$ cat config.mk
export PLATFORM = sky130hd
export DESIGN_NAME = cgig_ctrl
export DESIGN_NICKNAME = d
export VERILOG_FILES = /design/src/hdl/cgig_pkg.sv /design/src/hdl/cgig_ctrl.sv
export SDC_FILE = /design/constraint.sdc
export NUM_CORES = 1
export LEC_CHECK = 0
export ABC_AREA = 1
export ABC_CLOCK_PERIOD_IN_PS = 2210
export BUFFER_PORTS_ARGS = -buffer_cell sky130_fd_sc_hd__buf_2
export CELL_PAD_IN_SITES_DETAIL_PLACEMENT = 0
export CELL_PAD_IN_SITES_GLOBAL_PLACEMENT = 1
export CORE_ASPECT_RATIO = 1.1
export CORE_MARGIN = 3
export CORE_UTILIZATION = 32
export CTS_CLUSTER_SIZE = 25
export DETAILED_ROUTE_END_ITERATION = 8
export PLACE_DENSITY_LB_ADDON = 0.1
export SLEW_MARGIN = 20
export SYNTH_ARGS = -nofsm -noshare
export SYNTH_HDL_FRONTEND = slang
export SYNTH_SLANG_ARGS = --single-unit
$ cat constraint.sdc
create_clock -name i_clk -period 2.21 [get_ports i_clk]
set_clock_uncertainty 0.1 [all_clocks]
set_input_delay 0.221 -clock i_clk [delete_from_list [all_inputs] [get_ports i_clk]]
set_output_delay 0.221 -clock i_clk [all_outputs]
set_load 0.05 [all_outputs]
$ cat src/hdl/cgig_pkg.sv
// cgig_pkg: shared constants, types and helper functions of the clipmap grid index generator
// used by cgig_ctrl, cgig_dp, the top level, the scoreboard and the testbench; no dependencies
`default_nettype none

package cgig_pkg;

    // grid size limits
    localparam int MAX_RES     = 64;
    localparam int SIDE_MAX    = MAX_RES + 1;
    localparam int REMAP_DEPTH = SIDE_MAX * SIDE_MAX;
    localparam int ADDR_W      = $clog2(REMAP_DEPTH);

    // field widths
    localparam int RES_W   = 7;
    localparam int COORD_W = 7;
    localparam int IDX_W   = 13;
    localparam int KIND_W  = 2;
    localparam int MODE_W  = 2;
    localparam int CFG_IDX_W  = 2;
    localparam int CFG_DATA_W = 7;

    localparam int IN_DATA_W  = ((2 * COORD_W + 7) / 8) * 8;
    localparam int OUT_DATA_W = ((2 * COORD_W + IDX_W + 7) / 8) * 8;

    // quad emission
    localparam int QUAD_LEN = 6;
    localparam int SEQ_W    = $clog2(QUAD_LEN);

    // result kinds
    localparam logic RES_VERTEX = 1'b0;
    localparam logic RES_INDEX  = 1'b1;

    typedef enum logic [KIND_W-1:0] {
        KIND_BLOCK = 2'd0,
        KIND_RING  = 2'd1,
        KIND_TRIM  = 2'd2,
        KIND_NONE  = 2'd3
    } t_kind;

    typedef enum logic [MODE_W-1:0] {
        MODE_VERT  = 2'd0,
        MODE_CELL  = 2'd1,
        MODE_BEGIN = 2'd2,
        MODE_NONE  = 2'd3
    } t_mode;

    typedef enum logic [CFG_IDX_W-1:0] {
        CFG_KIND  = 2'd0,
        CFG_RES   = 2'd1,
        CFG_TRIMX = 2'd2,
        CFG_TRIMZ = 2'd3
    } t_cfg_reg;

    typedef enum logic [2:0] {
        R_NONE,
        R_VERT,
        R_BLOCK,
        R_TRIM,
        R_BEGIN
    } t_route;

    typedef enum logic [2:0] {
        S_CLEAR,
        S_IDLE,
        S_DECODE,
        S_VERT,
        S_CORN,
        S_TRD,
        S_TCHK,
        S_QUAD
    } t_state;

    // controller to datapath
    typedef struct packed {
        logic             load_in;
        logic             decode;
        logic             clr_start;
        logic             clr_step;
        logic             ld_corners;
        logic             trim_hit;
        logic             trim_alloc;
        logic             emit_vert;
        logic             emit_tri;
        logic [1:0]       k;
        logic [SEQ_W-1:0] seq;
    } t_cmd;

    // datapath to controller
    typedef struct packed {
        t_route route;
        logic   rd_valid;
        logic   out_free;
        logic   clr_done;
    } t_status;

    // row-major index of corner k (bit 0 right, bit 1 down) of the cell at row base + x
    function automatic logic [IDX_W-1:0] corner_addr(
        input logic [IDX_W-1:0]   base,
        input logic [RES_W-1:0]   side,
        input logic [COORD_W-1:0] x,
        input logic [1:0]         k
    );
        logic [IDX_W-1:0] row_off;
        logic [IDX_W-1:0] col;
        row_off = k[1] ? IDX_W'(side) : '0;
        col     = IDX_W'(x) + IDX_W'(k[0]);
        return base + row_off + col;
    endfunction

    // corner (0 tl, 1 tr, 2 bl, 3 br) for step seq of the quad, diagonal by parity
    function automatic logic [1:0] quad_pick(input logic odd, input logic [SEQ_W-1:0] seq);
        logic [1:0] c;
        case (seq)
            3'd0:    c = 2'd0;
            3'd1:    c = 2'd1;
            3'd2:    c = odd ? 2'd2 : 2'd3;
            3'd3:    c = odd ? 2'd1 : 2'd0;
            3'd4:    c = 2'd3;
            3'd5:    c = 2'd2;
            default: c = 2'd0;
        endcase
        return c;
    endfunction

endpackage

`default_nettype wire

$ cat src/hdl/cgig_ctrl.sv
// cgig_ctrl: sequencing state machine of the clipmap grid index generator
// depends on cgig_pkg; drives commands into cgig_dp and reads its status
`default_nettype none

module cgig_ctrl (
    input  wire               i_clk,
    input  wire               i_rst_n,
    input  wire               i_in_valid,
    output logic              o_in_ready,
    input  cgig_pkg::t_status i_status,
    output cgig_pkg::t_cmd    o_cmd
);
    import cgig_pkg::*;

    t_state           r_state, n_state;
    logic [1:0]       r_k, n_k;
    logic [SEQ_W-1:0] r_seq, n_seq;

    always_ff @(posedge i_clk) begin
        if (!i_rst_n) begin
            r_state <= S_CLEAR;
            r_k     <= '0;
            r_seq   <= '0;
        end else begin
            r_state <= n_state;
            r_k     <= n_k;
            r_seq   <= n_seq;
        end
    end

    // next state
    always_comb begin
        n_state = r_state;
        n_k     = r_k;
        n_seq   = r_seq;
        case (r_state)
            S_CLEAR: begin
                if (i_status.clr_done) n_state = S_IDLE;
            end
            S_IDLE: begin
                if (i_in_valid) n_state = S_DECODE;
            end
            S_DECODE: begin
                n_k   = '0;
                n_seq = '0;
                case (i_status.route)
                    R_VERT:  n_state = S_VERT;
                    R_BLOCK: n_state = S_CORN;
                    R_TRIM:  n_state = S_TRD;
                    R_BEGIN: n_state = S_CLEAR;
                    default: n_state = S_IDLE;
                endcase
            end
            S_VERT: begin
                if (i_status.out_free) n_state = S_IDLE;
            end
            S_CORN: begin
                n_state = S_QUAD;
            end
            S_TRD: begin
                n_state = S_TCHK;
            end
            S_TCHK: begin
                if (i_status.rd_valid || i_status.out_free) begin
                    if (r_k == 2'd3) begin
                        n_state = S_QUAD;
                    end else begin
                        n_state = S_TRD;
                        n_k     = r_k + 2'd1;
                    end
                end
            end
            S_QUAD: begin
                if (i_status.out_free) begin
                    if (r_seq == SEQ_W'(QUAD_LEN - 1)) begin
                        n_state = S_IDLE;
                    end else begin
                        n_seq = r_seq + SEQ_W'(1);
                    end
                end
            end
            default: n_state = S_IDLE;
        endcase
    end

    // outputs
    always_comb begin
        o_cmd      = '0;
        o_cmd.k    = r_k;
        o_cmd.seq  = r_seq;
        o_in_ready = 1'b0;
        case (r_state)
            S_CLEAR:  o_cmd.clr_step = 1'b1;
            S_IDLE: begin
                o_in_ready    = 1'b1;
                o_cmd.load_in = i_in_valid;
            end
            S_DECODE: begin
                o_cmd.decode    = 1'b1;
                o_cmd.clr_start = (i_status.route == R_BEGIN);
            end
            S_VERT:   o_cmd.emit_vert = i_status.out_free;
            S_CORN:   o_cmd.ld_corners = 1'b1;
            S_TRD:    o_cmd.ld_corners = 1'b0;
            S_TCHK: begin
                o_cmd.trim_hit   = i_status.rd_valid;
                o_cmd.trim_alloc = !i_status.rd_valid && i_status.out_free;
            end
            S_QUAD:   o_cmd.emit_tri = i_status.out_free;
            default:  o_cmd = '0;
        endcase
    end

endmodule

`default_nettype wire

==> flow_metrics.env <==
export IMPL_grt_ovfl_total=0
export IMPL_cp_arrival_ns=1.52
export IMPL_fp_dieW_um=47.4
export IMPL_ys_ff_latch=8
export IMPL_initialDrtViolationCount=18
export IMPL_cts_max_path_buffers=2
export IMPL_ff2ff_path_depth=7
export IMPL_fp_coreArea_mm2=0.00167
export IMPL_critPathCaptureType="output pin"
export IMPL_final_cell_mix="nand2_1, buf_2, inv_1, nor2_1, dfxtp_1"
export IMPL_final_common_cell="nand2_1"
export IMPL_cp_max_fo=7
export IMPL_cts_tree="done"
export IMPL_pwr_density_cell_mw_per_mm2=1240
export IMPL_avgSynthCellArea_um2=5.96
export IMPL_ff2ff_setup_slack_ns=0.79
export IMPL_yosysTopAreaCell="dfxtp_1"
export IMPL_fillers=199
export IMPL_dieHeight_um=51.5
export IMPL_antenna_found_initial=0
export IMPL_whs_path_depth=3
export IMPL_setup_viol=0
export IMPL_drc=0
export IMPL_synth_cells=101
export IMPL_slew_headroom_pct=80.7
export IMPL_rsz0062_at_grt="no"
export IMPL_post_cts_resized=0
export IMPL_hold_path_class="in -> reg"
export IMPL_cts_buffers=3
export IMPL_h_tree_depth=1
export IMPL_initial_core_util_pct=36.0
export IMPL_n_antenna_cell=0
export IMPL_period_minus_slack_ns=1.84
export IMPL_num_vias=706
export IMPL_pre_cts_slack_ns=0.656
export IMPL_yosysWarnings=0
export IMPL_hold_violations=0
export IMPL_cp_required_ns=1.89
export IMPL_p_leak_nw=0.434
export IMPL_ant_nets=0
export IMPL_fin_crit_sh_pct=83.1
export IMPL_syn_area_um2=602
export IMPL_area_growth_pct=26.4
export IMPL_holdPathEnd="r_state[0]"
export IMPL_max_freq_mhz=544
export IMPL_r2r_end="r_state[0]"
export IMPL_ios=24
export IMPL_ir_drop_mv=0.666
export IMPL_path_class="reg -> out"
export IMPL_drive_gt1_share_pct=30.2
export IMPL_run_status="complete, no violations"
export IMPL_hpwlAfterDp_mm=1.17
export IMPL_nets=140
export IMPL_std_cell_rows=15
export IMPL_worstSkewPairLatency_ns=0.27
export IMPL_grt_max_degree=9
export IMPL_tns_ns=0
export IMPL_regToRegStartpoint="r_state[0]"
export IMPL_die_area_mm2=0.00244
export IMPL_cts_root_buffer="clkbuf_4"
export IMPL_worst_pin_slew_ns=0.289
export IMPL_drv_slew=0
export IMPL_worstHoldStart="i_rst_n"
export IMPL_holdBufCountCts=0
export IMPL_clk_pin_slew_ns=0.07
export IMPL_routabilityCongestion=0.872
export IMPL_synthDistinctLibCells=19
export IMPL_avgViaCountPerCell=4.94
export IMPL_port_buffers=23
export IMPL_cts_sinks=8
export IMPL_wire_per_inst_um=10.6
export IMPL_wl_mm=1.52
export IMPL_synth_seq_area_share_pct=26.6
export IMPL_fin_ws_ns=0.373
export IMPL_start_kind="flop"
export IMPL_netlist_area_leader_share_pct=26.6
export IMPL_synth_fp_nets=113
export IMPL_fin_hold_ws_ns=0.130
export IMPL_grt_pass1_vias=604
export IMPL_grt_pass1_wl_mm=2.46
export IMPL_synth_area_leaders="dfxtp_1, nand2_1, inv_1"
export IMPL_maxCapViolations=0
export IMPL_grt_total_usage_pct=14.2
export IMPL_firstDrtPassIters=4
export IMPL_post_cts_buffers=0
export IMPL_startpoint="r_state[0]"
-- flip-flops by register name, indices dropped and copies added (netlist names) --
register / count
r_seq: 3
r_state: 3
r_k: 2
-- cells in the mapped netlist, drive strengths merged --
cell and instances:
nand2 26, inv 20, nor2 14, dfxtp 8
nor3 8, a21oi 7, nand3 7, o21ai 4
ha 3, a31oi 1, buf 1, nand3b 1
nand4 1
-- where the power goes --
part | internal [W] | switching (W) | total [W]
clock network | 0.0000629 | 0.0000639 | 0.000127
logic | 0.000146 | 0.000433 | 0.000579
registers | 0.000179 | 0.0000569 | 0.000236
total | 0.000388 | 0.000554 | 0.000942
-- kinds of logic (layout without fill, tap and decap cells) --
kind of cell,after synthesis,count (layout),share of synthesized area [%]
AND/OR/NAND/NOR,57,57,43.0
adder cells (fa/ha/maj),3,3,6.24
buffers and inverters,21,46,13.3
AO/OA/AOI/OAI,12,12,10.8
flip-flops,8,8,26.6
-- worst max-delay path, stage by stage (launching register included) --
cell	delay, ns
dfxtp_1	0.38
inv_2	0.15
nand2_1	0.10
nor2_2	0.17
inv_2	0.07
nor3_2	0.09
buf_2	0.27
-- per-layer routing --
layer | share of wire [%] | GRT usage, %
met1 | 46 | 19.4
met2 | 43 | 20.1
met3 | 9.7 | 4.23
met4 | 0.79 | 5.99
met5 | 0 | 0
-- per-stage QoR --
stage	total power [W]	utilization, %	instances	area, um2
final	0.000942	45.5	143	761
after CTS	0.000947	45.5	143	761
after global placement	0.000821	44.2	140	738
after global routing	0.00103	45.5	143	761
after floorplan	0.000703	-	101	607
after detailed placement	0.000818	44.2	140	738
-- cell type report --
type | count | area, um2 | share of cell area [%]
multi-input combinational | 72 | 367 | 48.2
inverter | 20 | 75.1 | 9.87
sequential | 8 | 160 | 21.1
clock buffer | 3 | 22.5 | 2.96
timing repair buffer | 23 | 115 | 15.1
tap | 17 | 21.3 | 2.80
-- worst max-delay path by stage --
stage	to	slack [ns]	cells after the start
2_1_floorplan	o_cmd[11]	0.11	5
3_3_place_gp	o_cmd[11]	0.72	6
3_5_place_dp	o_cmd[11]	0.66	6
4_1_cts	o_cmd[11]	0.37	6
5_1_grt	o_cmd[11]	0.25	6
6_report	o_cmd[11]	0.37	6
No activity file was read; power rests on OpenSTA's default activity.
